## config.mk

```make
export PLATFORM = sky130hd
export DESIGN_NAME = binary_arc_consistency_revise_unit
export DESIGN_NICKNAME = d
export VERILOG_FILES = /design/src/hdl/acr_pkg.sv /design/src/hdl/acr_support_mem.sv /design/src/hdl/acr_revise_seq.sv /design/src/hdl/binary_arc_consistency_revise_unit.sv
export SDC_FILE = /design/constraint.sdc
export NUM_CORES = 2
export LEC_CHECK = 0
export ABC_AREA = 0
export BUFFER_PORTS_ARGS = -buffer_cell sky130_fd_sc_hd__buf_4
export CAP_MARGIN = 20
export CORE_AREA = 2 2 432 434
export DETAILED_ROUTE_END_ITERATION = 6
export DIE_AREA = 0 0 434 436
export GPL_ROUTABILITY_DRIVEN = 0
export GPL_TIMING_DRIVEN = 1
export PLACE_DENSITY = 0.61
export REMOVE_ABC_BUFFERS = 1
export SYNTH_ARGS = -nofsm -noshare
export SYNTH_HDL_FRONTEND = slang
export SYNTH_HIERARCHICAL = 1
export SYNTH_SLANG_ARGS = --single-unit
```

## constraint.sdc

```tcl
create_clock -name clk_i -period 12.7 [get_ports clk_i]
set_input_delay 1.905 -clock clk_i [delete_from_list [all_inputs] [get_ports clk_i]]
set_output_delay 1.905 -clock clk_i [all_outputs]
set_load 0.03 [all_outputs]
```

## src/hdl/acr_pkg.sv

```systemverilog
`timescale 1ns / 1ps
// Shared types and codes for the arc-consistency revise unit.
// Depends on nothing; every other file in hdl refers to it by scoped names.
package acr_pkg;

  localparam int unsigned DataW = 32;

  typedef enum logic [1:0] {
    CMD_LOAD_ROW    = 2'd0,
    CMD_LOAD_DOMAIN = 2'd1,
    CMD_REVISE      = 2'd2
  } cmd_e;

  typedef enum logic [1:0] {
    STATUS_LOADED   = 2'd0,
    STATUS_UNPRUNED = 2'd1,
    STATUS_PRUNED   = 2'd2,
    STATUS_FAILURE  = 2'd3
  } status_e;

  typedef enum logic [1:0] {
    ST_IDLE,
    ST_SCAN,
    ST_DRAIN,
    ST_DONE
  } state_e;

  // Result of one revise, handed from the sequencer to the top level.
  typedef struct packed {
    logic             done;
    logic             which;
    status_e          status;
    logic [DataW-1:0] domain;
  } acr_result_t;

endpackage

```

## src/hdl/acr_support_mem.sv

```systemverilog
`timescale 1ns / 1ps
// Support row memory for both directions, one write and one read port.
// Rows never written read as zero through per-entry valid bits. Uses acr_pkg.
module acr_support_mem #(
  parameter int unsigned Depth = 64,
  parameter int unsigned AddrW = 6
) (
  input  logic                     clk_i,
  input  logic                     rst_ni,
  input  logic                     wr_en_i,
  input  logic [AddrW-1:0]         wr_addr_i,
  input  logic [acr_pkg::DataW-1:0] wr_data_i,
  input  logic                     rd_en_i,
  input  logic [AddrW-1:0]         rd_addr_i,
  output logic [acr_pkg::DataW-1:0] rd_data_o
);

  logic [acr_pkg::DataW-1:0] mem [Depth];
  logic [Depth-1:0]          valid_q;
  logic [acr_pkg::DataW-1:0] rd_data_q;
  logic                      rd_valid_q;

  always_ff @(posedge clk_i) begin
    if (wr_en_i) begin
      mem[wr_addr_i] <= wr_data_i;
    end
    if (rd_en_i) begin
      rd_data_q <= mem[rd_addr_i];
    end
  end

  always_ff @(posedge clk_i or negedge rst_ni) begin
    if (!rst_ni) begin
      valid_q    <= '0;
      rd_valid_q <= 1'b0;
    end else begin
      if (wr_en_i) begin
        valid_q[wr_addr_i] <= 1'b1;
      end
      if (rd_en_i) begin
        rd_valid_q <= valid_q[rd_addr_i];
      end
    end
  end

  assign rd_data_o = rd_valid_q ? rd_data_q : '0;

endmodule

```

## src/hdl/acr_revise_seq.sv

```systemverilog
`timescale 1ns / 1ps
// Revise sequencer: reads one support row per cycle and tests it against the
// other domain with a single AND-then-OR-reduce test. Uses acr_pkg.
module acr_revise_seq #(
  parameter int unsigned NumVals = 32,
  parameter int unsigned IdxW    = 5
) (
  input  logic                      clk_i,
  input  logic                      rst_ni,
  input  logic                      start_i,
  input  logic                      which_i,
  input  logic [acr_pkg::DataW-1:0] dom_i,
  input  logic [acr_pkg::DataW-1:0] other_i,
  output logic                      busy_o,
  output logic                      rd_en_o,
  output logic [IdxW:0]             rd_addr_o,
  input  logic [acr_pkg::DataW-1:0] rd_data_i,
  output acr_pkg::acr_result_t      result_o
);

  acr_pkg::state_e state_q, state_d;

  logic                      which_q;
  logic [acr_pkg::DataW-1:0] dom_q, other_q, kept_q, kept_d;
  logic [IdxW-1:0]           x_q, rx_q;
  logic                      rvalid_q;
  logic                      supported;

  always_comb begin
    state_d = state_q;
    unique case (state_q)
      acr_pkg::ST_IDLE:  if (start_i) state_d = acr_pkg::ST_SCAN;
      acr_pkg::ST_SCAN:  if (x_q == IdxW'(NumVals - 1)) state_d = acr_pkg::ST_DRAIN;
      acr_pkg::ST_DRAIN: state_d = acr_pkg::ST_DONE;
      acr_pkg::ST_DONE:  state_d = acr_pkg::ST_IDLE;
      default:           state_d = acr_pkg::ST_IDLE;
    endcase
  end

  always_comb begin
    busy_o  = (state_q != acr_pkg::ST_IDLE);
    rd_en_o = (state_q == acr_pkg::ST_SCAN);
  end

  assign rd_addr_o = {which_q, x_q};

  // The row read last cycle is for value rx_q; keep the value if it is in
  // the domain and some supporting value is still in the other domain.
  assign supported = dom_q[rx_q] & (|(rd_data_i & other_q));

  always_comb begin
    kept_d = kept_q;
    if (rvalid_q && supported) begin
      kept_d = kept_q | (acr_pkg::DataW'(1) << rx_q);
    end
  end

  always_ff @(posedge clk_i or negedge rst_ni) begin
    if (!rst_ni) begin
      state_q  <= acr_pkg::ST_IDLE;
      rvalid_q <= 1'b0;
      x_q      <= '0;
    end else begin
      state_q  <= state_d;
      rvalid_q <= (state_q == acr_pkg::ST_SCAN);
      if (state_q == acr_pkg::ST_IDLE) begin
        x_q <= '0;
      end else if (state_q == acr_pkg::ST_SCAN) begin
        x_q <= x_q + IdxW'(1);
      end
    end
  end

  always_ff @(posedge clk_i) begin
    rx_q <= x_q;
    if (state_q == acr_pkg::ST_IDLE && start_i) begin
      which_q <= which_i;
      dom_q   <= dom_i;
      other_q <= other_i;
      kept_q  <= '0;
    end else begin
      kept_q <= kept_d;
    end
  end

  always_comb begin
    result_o.done   = (state_q == acr_pkg::ST_DONE);
    result_o.which  = which_q;
    result_o.domain = dom_q;
    if (kept_q == dom_q) begin
      result_o.status = acr_pkg::STATUS_UNPRUNED;
    end else if (kept_q == '0) begin
      result_o.status = acr_pkg::STATUS_FAILURE;
    end else begin
      result_o.status = acr_pkg::STATUS_PRUNED;
      result_o.domain = kept_q;
    end
  end

  a_done_after_drain: assert property (@(posedge clk_i) disable iff (!rst_ni)
    result_o.done |-> $past(state_q == acr_pkg::ST_DRAIN))
    else $error("revise result without a finished scan");

  a_busy_after_start: assert property (@(posedge clk_i) disable iff (!rst_ni)
    (start_i && !busy_o) |=> busy_o)
    else $error("sequencer not busy after a revise was started");

  a_kept_in_domain: assert property (@(posedge clk_i) disable iff (!rst_ni)
    (state_q == acr_pkg::ST_DONE) |-> ((kept_q & ~dom_q) == '0))
    else $error("kept values outside the revised domain");

endmodule

```

## src/hdl/binary_arc_consistency_revise_unit.sv

```systemverilog
`timescale 1ns / 1ps
// Top level of the arc-consistency revise unit: command decode, domain
// registers and result register. Uses acr_pkg, acr_support_mem, acr_revise_seq.

// Load commands (support row, domain, unused code) are taken while busy_o is low and
// their result strobes done_o in the next cycle; busy_o stays low, so such
// commands may be issued back to back. A revise reads one support row per
// cycle from the single read port of the support memory, keeps busy_o high
// through its scan, drain and done states, and strobes its result in the cycle
// in which busy_o has fallen, when the next transaction may already be taken.
// Every result is on status_o and domain_bits_o for exactly one cycle while
// done_o is high and cannot be held off. Support rows read as zero until
// loaded through per-row valid bits, so there is no clearing pass after reset.
module binary_arc_consistency_revise_unit #(
  parameter int unsigned DOMAIN_SIZE = 32
) (
  input  logic        clk_i,
  input  logic        rst_ni,
  input  logic        start_i,
  output logic        busy_o,
  input  logic [1:0]  command_i,
  input  logic        which_variable_i,
  input  logic [4:0]  value_index_i,
  input  logic [31:0] value_bits_i,
  output logic        done_o,
  output logic [1:0]  status_o,
  output logic [31:0] domain_bits_o
);

  localparam int unsigned NumVals = (DOMAIN_SIZE < 32) ? DOMAIN_SIZE : 32;
  localparam int unsigned IdxW    = $clog2(NumVals);
  localparam logic [31:0] ValMask = {32{1'b1}} >> (32 - NumVals);

  acr_pkg::cmd_e        cmd;
  acr_pkg::acr_result_t result;

  logic        accept, row_we, rev_start, in_range, rd_en;
  logic [IdxW:0] rd_addr;
  logic [31:0] bits_m, rd_data, sel_dom, oth_dom;
  logic [31:0] dom_first_q, dom_first_d, dom_second_q, dom_second_d;
  logic        done_q, done_d;
  logic [1:0]  status_q, status_d;
  logic [31:0] dom_out_q, dom_out_d;

  assign accept    = start_i & ~busy_o;
  assign cmd       = acr_pkg::cmd_e'(command_i);
  assign bits_m    = value_bits_i & ValMask;
  assign in_range  = (32'(value_index_i) < 32'(NumVals));
  assign row_we    = accept && (cmd == acr_pkg::CMD_LOAD_ROW) && in_range;
  assign rev_start = accept && (cmd == acr_pkg::CMD_REVISE);
  assign sel_dom   = which_variable_i ? dom_second_q : dom_first_q;
  assign oth_dom   = which_variable_i ? dom_first_q : dom_second_q;

  // The second table starts at the next power of two, so the memory covers
  // the full address range even when the value count is not a power of two.
  acr_support_mem #(
    .Depth (2 ** (IdxW + 1)),
    .AddrW (IdxW + 1)
  ) u_mem (
    .clk_i     (clk_i),
    .rst_ni    (rst_ni),
    .wr_en_i   (row_we),
    .wr_addr_i ({which_variable_i, value_index_i[IdxW-1:0]}),
    .wr_data_i (bits_m),
    .rd_en_i   (rd_en),
    .rd_addr_i (rd_addr),
    .rd_data_o (rd_data)
  );

  acr_revise_seq #(
    .NumVals (NumVals),
    .IdxW    (IdxW)
  ) u_seq (
    .clk_i     (clk_i),
    .rst_ni    (rst_ni),
    .start_i   (rev_start),
    .which_i   (which_variable_i),
    .dom_i     (sel_dom),
    .other_i   (oth_dom),
    .busy_o    (busy_o),
    .rd_en_o   (rd_en),
    .rd_addr_o (rd_addr),
    .rd_data_i (rd_data),
    .result_o  (result)
  );

  always_comb begin
    dom_first_d  = dom_first_q;
    dom_second_d = dom_second_q;
    done_d       = 1'b0;
    status_d     = acr_pkg::STATUS_LOADED;
    dom_out_d    = dom_out_q;
    if (result.done) begin
      // A failed or unpruned revise returns the old domain, so writing back
      // the result domain is always correct.
      if (result.which) begin
        dom_second_d = result.domain;
      end else begin
        dom_first_d = result.domain;
      end
      done_d    = 1'b1;
      status_d  = result.status;
      dom_out_d = result.domain;
    end else if (accept && !rev_start) begin
      done_d    = 1'b1;
      dom_out_d = sel_dom;
      if (cmd == acr_pkg::CMD_LOAD_DOMAIN) begin
        dom_out_d = bits_m;
        if (which_variable_i) begin
          dom_second_d = bits_m;
        end else begin
          dom_first_d = bits_m;
        end
      end
    end
  end

  always_ff @(posedge clk_i or negedge rst_ni) begin
    if (!rst_ni) begin
      dom_first_q  <= '0;
      dom_second_q <= '0;
      done_q       <= 1'b0;
    end else begin
      dom_first_q  <= dom_first_d;
      dom_second_q <= dom_second_d;
      done_q       <= done_d;
    end
  end

  always_ff @(posedge clk_i) begin
    status_q  <= status_d;
    dom_out_q <= dom_out_d;
  end

  assign done_o        = done_q;
  assign status_o      = status_q;
  assign domain_bits_o = dom_out_q;

endmodule

```

Word level (Yosys, flattened, before mapping)
Memory sizes are Yosys's and may differ from the RTL's. A register that Yosys moved wholly into a read port is not among the register bits.
Index checks and enable logic that the tools add are counted.
{ "word_totals": {"reg_bits": 274, "latchBits": 0, "ram_bits": 2048, "rom_bits": 0, "in_bits": 43, "output_inout_bits": 36, "elab_cells": 97, "n_memories": 1} }
{ "mem_list": {"columns": ["memory", "depth", "word_bits", "rd", "rd_ports_with_merged_regs", "write_ports", "line", "rtl"], "rows": [
  ["u_mem.mem", 64, 32, 1, 1, 1, "acr_support_mem.sv:18", "logic [acr_pkg::DataW-1:0] mem [Depth];"]
]} }
{ "op_classes": {"add_sub_neg": 1, "n_mul": 0, "n_div": 0, "n_lt_le_gt_ge": 4, "eq_ne": 12, "shift": 1, "n_mux": 35, "n_bitwise": 7, "n_reduce_logical": 20} }
{ "ops": {"columns": ["cell", "n"], "rows": [
  ["32-bit 2-to-1 mux", 18],
  ["64-bit bitwise OR", 1],
  ["32-bit bitwise AND", 1],
  ["32-bit equality test", 1],
  ["32-bit zero test", 1],
  ["32-bit bitwise OR", 1],
  ["32-bit OR reduction", 1],
  ["1-bit by 5-bit << shifter with 32-bit output (first input constant)", 1],
  ["6-bit by 7-bit < comparator with 1-bit output (second input constant)", 2],
  ["5-bit 2-to-1 mux", 2],
  ["2-bit nonzero test", 5],
  ["1-bit 2-to-1 mux", 9],
  ["2-bit one-hot mux with 4 select lines", 1],
  ["4-bit AND reduction", 2],
  ["1-bit binary-select mux with 6-bit select", 1],
  ["1-bit demux with 6-bit select", 1],
  ["2-bit equality test (second input constant)", 3],
  ["6-bit by 1-bit greater-or-equal comparator with 1-bit output (second input constant)", 1],
  ["1-bit logical AND", 6],
  ["5-bit by 6-bit < comparator with 1-bit output (second input constant)", 1],
  ["2-bit by 1-bit inequality test with 1-bit output (second input constant)", 3],
  ["5-bit by 1-bit adder with 5-bit output (second input constant)", 1],
  ["1-bit binary-select mux with 5-bit select", 1],
  ["5-bit equality test (second input constant)", 1],
  ["9 further kinds", 15]
]} }

Depth between registers and ports, before layout
{ "depth": {"ltp_word": 8, "depth_mapped": 11, "mapped_depth_nobuf": 10} }

By module
Netlist, hierarchy kept.
{ "by_module_without_submodules": {"columns": ["module", "instances", "cells_per_inst", "area_each_um2", "seq_area_each_um2"], "rows": [
  ["acr_support_mem", 1, 3335, 81612.0, 64086.5],
  ["binary_arc_consistency_revise_unit", 1, 427, 5335.1, 2627.5],
  ["acr_revise_seq", 1, 340, 4897.2, 2892.8]
]} }

Least setup slack after synthesis
OpenSTA, ideal clock, no wires.
{ "synth_path": {"path_type": "input port to flip-flop", "from": "input port start_i", "to": "memory u_mem/mem[48][0] in the netlist's numbering (enable)", "setup_ns": 0.462, "arrival_ns": 5.046, "t_required_ns": 12.238, "path_slack_ns": 7.191, "path_stages": 5, "path_buffers": 0, "cell_sequence": "nand2b_1 nor3_1 nand4b_1 or2_2 nor3_1"} }
{ "synth_between": {"elab_chain_len": 4} }
{ "synth_lines": {"columns": ["element", "line", "rtl"], "rows": [
  ["start: declaration", "binary_arc_consistency_revise_unit.sv:19", "input logic start_i,"],
  ["1-bit bitwise AND", "binary_arc_consistency_revise_unit.sv:45", "assign accept = start_i & ~busy_o;"],
  ["1-bit logical AND", "binary_arc_consistency_revise_unit.sv:49", "assign row_we = accept && (cmd == acr_pkg::CMD_LOAD_ROW) && in_range;"],
  ["via row_we", "binary_arc_consistency_revise_unit.sv:37", "logic accept, row_we, rev_start, in_range, rd_en;"],
  ["1-bit 2-to-1 mux", "acr_support_mem.sv:24", "if (wr_en_i) begin"],
  ["1-bit 2-to-1 mux (not written as such)", "acr_support_mem.sv:25", "mem[wr_addr_i] <= wr_data_i;"],
  ["end: declaration", "acr_support_mem.sv:18", null]
]} }
The timed path passes the listed nets, and every way through them passes these cells.

==> metrics.txt <==
status finished, final reports clean; Mapped Area 91800 sq um; total grt overflow 0; pin slew with the least headroom to its limit 1.16 ns; synthesized area per cell 22.4 sq um; Root Driver clkbuf_16; placed cells 6562; Static Leak 32.8 nW; Clock Tree Buf Depth 3; Num CTS Buffers 229; row cnt 158; first-pass GRT wire length 334 mm; post-synthesis sequential area ratio 75.8%; wire length per cell 33.6 um; Layout Nets 4367; RSZ-0062 raised after global routing no; Core Region 185000 sq um; DRC violations left 0; cells after synthesis 4102; die width 434 um; crit path kind reg2reg; Tcrit/Tclk final 39.3%; initial core utilization 49.7%; hold crit path type reg2reg; top cell type's share of synthesized area 71.2%; IO buf count 78; chip height 436 um; TritonCTS sink count 2354; CTS tree yes; buffer and inverter count on the worst path 2; EDFF count, synth 2177; routed vias/inst 6.21; required time of the critical path 13.27 ns; setup TNS 0 ns; CP max stage cell a22oi_1; WP data arrival 5.57 ns; Routed WL 236 mm; clk slew on worst S/H paths 0.06 ns; Post-DRT Antenna Nets 0; die area 189000 sq um; I/O pin count 79; max incr delay on CP 0.89 ns; final hold vios 0; area of the multi-input gates 21500 sq um; initial antenna violation count 26; Synth Warn # 6; Power Density 185 nW/um^2; FF+latch area 69600 sq um; hpwl dp 136 mm; Min Clock Period, post-route 5.00 ns; Final Setup Violations 0; top cells by area, synth edfxtp_1 (71%), mux4_2 (16%), dfrtp_1 (3.8%); Worst slew margin 22.9%; non-filler instance count after layout 7011; Synth area leader edfxtp_1; maximum clock rate 200 MHz; Synth Register Bits 2354; drt first pass iters 6; Clk Latency, worst-skew pair 0.88 ns; H-Tree Depth 4; post-CTS setup repair buffer count 0; share of cells above drive strength 1 33.6%; Fillers 13700; total number of vias 43600; ys flop type edfxtp_1; Iter 0 DRT Violations 5152; Clock Skews 0.0611 ns; startpoint types flip-flop; max_cap viols 0; CP most frequent cell mux4_2; GRT Util Overall 25.2%; largest net degree at the start of global routing 138; Slew Limit Fails 0; worst-path fanout max 97; post_cts resized 0; Async SR Flop Fraction 5.86%; area grow syn2layout 13.0%; Synth cell types 57; vias in the first global route 43600; kind of end point of the critical path flip-flop; Critical Path, Cell by Cell buf_12 > buf_4 > mux4_2 > mux4_2 > a22oi_1 > nand2_1; maximum vdd ir drop 0.000161 V; hold_buf cts 0; cell family with most CP delay buffers and inverters; worst hold margin 0.462 ns
-- through the flow --
stage / util (%) / area (sq um) / setup slack, ns / total power, mW
after floorplan: - / 90700 / -8.99 / 12.6
after global placement: 52.0 / 95900 / 7.45 / 12.6
after detailed placement: 52.0 / 96100 / 7.55 / 12.7
after CTS: 56.1 / 104000 / 7.56 / 19.3
after global routing: 56.2 / 104000 / 7.26 / 19.8
final: 56.2 / 104000 / 7.70 / 19.2
-- report_power, final --
group	internal [mW]	switching, mW
registers	8.80	0.260
clock network	3.80	2.94
logic	1.57	1.82
total	14.2	5.02
-- layer usage --
layer	track usage [%]	vias up	routed length, um
met1	36.8	23900	98400
li1	-	17600	-
met3	4.47	321	17500
met4	7.06	6	6610
met2	39.4	1698	113000
met5	0	-	44
-- synthesized netlist by cell type (6+ instances only) --
cell type  count
buf_6         17
dfxtp_1       39
edfxtp_1    2177
and2_1        36
mux2i_1       72
mux2_2       130
a22oi_1       68
mux2_4        30
mux2_1         7
a22o_1        32
o21ai_0       65
ha_1           6
clkbuf_1      94
nor2b_1       17
a211oi_1      11
dfrtp_1      138
a31oi_1        6
xnor2_1       33
nand2b_1       8
a21oi_1        7
nor4_1         8
buf_1          8
buf_4         18
nand2_1       84
or2_2         65
buf_2         81
nor2_1        86
nand4_1       16
inv_1         42
mux4_2       645
nand3_1       10
-- registers in the layout, summed over array words and instances, names as in the netlist --
name              count
dom_first_q          32
dom_second_q         32
domain_bits_o        32
done_o                1
status_o              2
u_mem/mem          2048
u_mem/rd_data_q      32
u_mem/rd_valid_q      1
u_mem/valid_q        64
u_seq/dom_q          32
u_seq/kept_q         32
u_seq/other_q        32
u_seq/rvalid_q        1
u_seq/rx_q            5
u_seq/state_q         2
u_seq/which_q         1
u_seq/x_q             5
-- layout make-up --
cell class                      count  share of cell area (%)
Sequential cell                  2354                    67.1
Multi-Input combinational cell   1488                    20.7
Clock buffer                      296                    6.00
Tap cell                         2480                    2.99
Timing Repair Buffer              203                    1.73
Clock inverter                    138                    1.28
Inverter                           42                   0.152
Antenna cell                       10                  0.0241
-- logic make-up (layout without fill, tap and decap cells) --
kind of cell             Yosys count  after routing  share of synthesized area (%)
flip-flops                      2354           2354                           75.8
multiplexers                     884            884                           18.8
AND/OR/NAND/NOR                  354            354                           2.05
buffers and inverters            260            679                           1.39
AO/OA/AOI/OAI                    209            209                           1.59
XOR/XNOR                          35             35                          0.334
adder cells (fa/ha/maj)            6              6                         0.0817
other                              0             10                              0
-- worst paths after layout --
path | start | cells past startpoint | end | slack (ns)
setup reg to reg | u_seq/x_q[0]$_DFFE_PN0P_ | 6 | u_mem/rd_data_q[25]$_DFFE_PP_ | 7.70
hold / removal | u_mem/valid_q[11]$_DFFE_PN0P_ | 1 | u_mem/valid_q[11]$_DFFE_PN0P_ | 0.46
hold reg to reg | u_mem/valid_q[11]$_DFFE_PN0P_ | 1 | u_mem/valid_q[11]$_DFFE_PN0P_ | 0.46
setup / recovery | u_seq/x_q[0]$_DFFE_PN0P_ | 6 | u_mem/rd_data_q[25]$_DFFE_PP_ | 7.70
max in group asynchronous | rst_ni | 2 | u_mem/valid_q[26]$_DFFE_PN0P_ | 10.40
min in group asynchronous | rst_ni | 1 | dom_first_q[12]$_DFFE_PN0P_ | 0.97
-- layout by cell type, fill, tap and decap left out, types with 6 or more instances in the layout --
| master | count |
|---|---|
| a211oi_1 | 11 |
| a21oi_1 | 7 |
| a22o_1 | 32 |
| a22oi_1 | 68 |
| a31oi_1 | 6 |
| and2_1 | 36 |
| buf_12 | 18 |
| buf_4 | 182 |
| bufinv_16 | 16 |
| clkbuf_1 | 44 |
| clkbuf_16 | 231 |
| clkbuf_8 | 20 |
| clkinv_1 | 40 |
| clkinv_16 | 6 |
| clkinv_2 | 53 |
| clkinvlp_4 | 8 |
| dfrtp_1 | 133 |
| dfxtp_1 | 39 |
| diode_2 | 10 |
| edfxtp_1 | 2177 |
| inv_1 | 41 |
| mux2_1 | 7 |
| mux2_2 | 130 |
| mux2_4 | 30 |
| mux2i_1 | 72 |
| mux4_2 | 645 |
| nand2_1 | 84 |
| nand2b_1 | 7 |
| nand3_1 | 10 |
| nand4_1 | 16 |
| nor2_1 | 23 |
| nor2_4 | 62 |
| nor2b_1 | 15 |
| nor4_1 | 8 |
| o21ai_0 | 65 |
| or2_2 | 65 |
| xnor2_1 | 33 |
No activity file was read; power rests on OpenSTA's default activity.
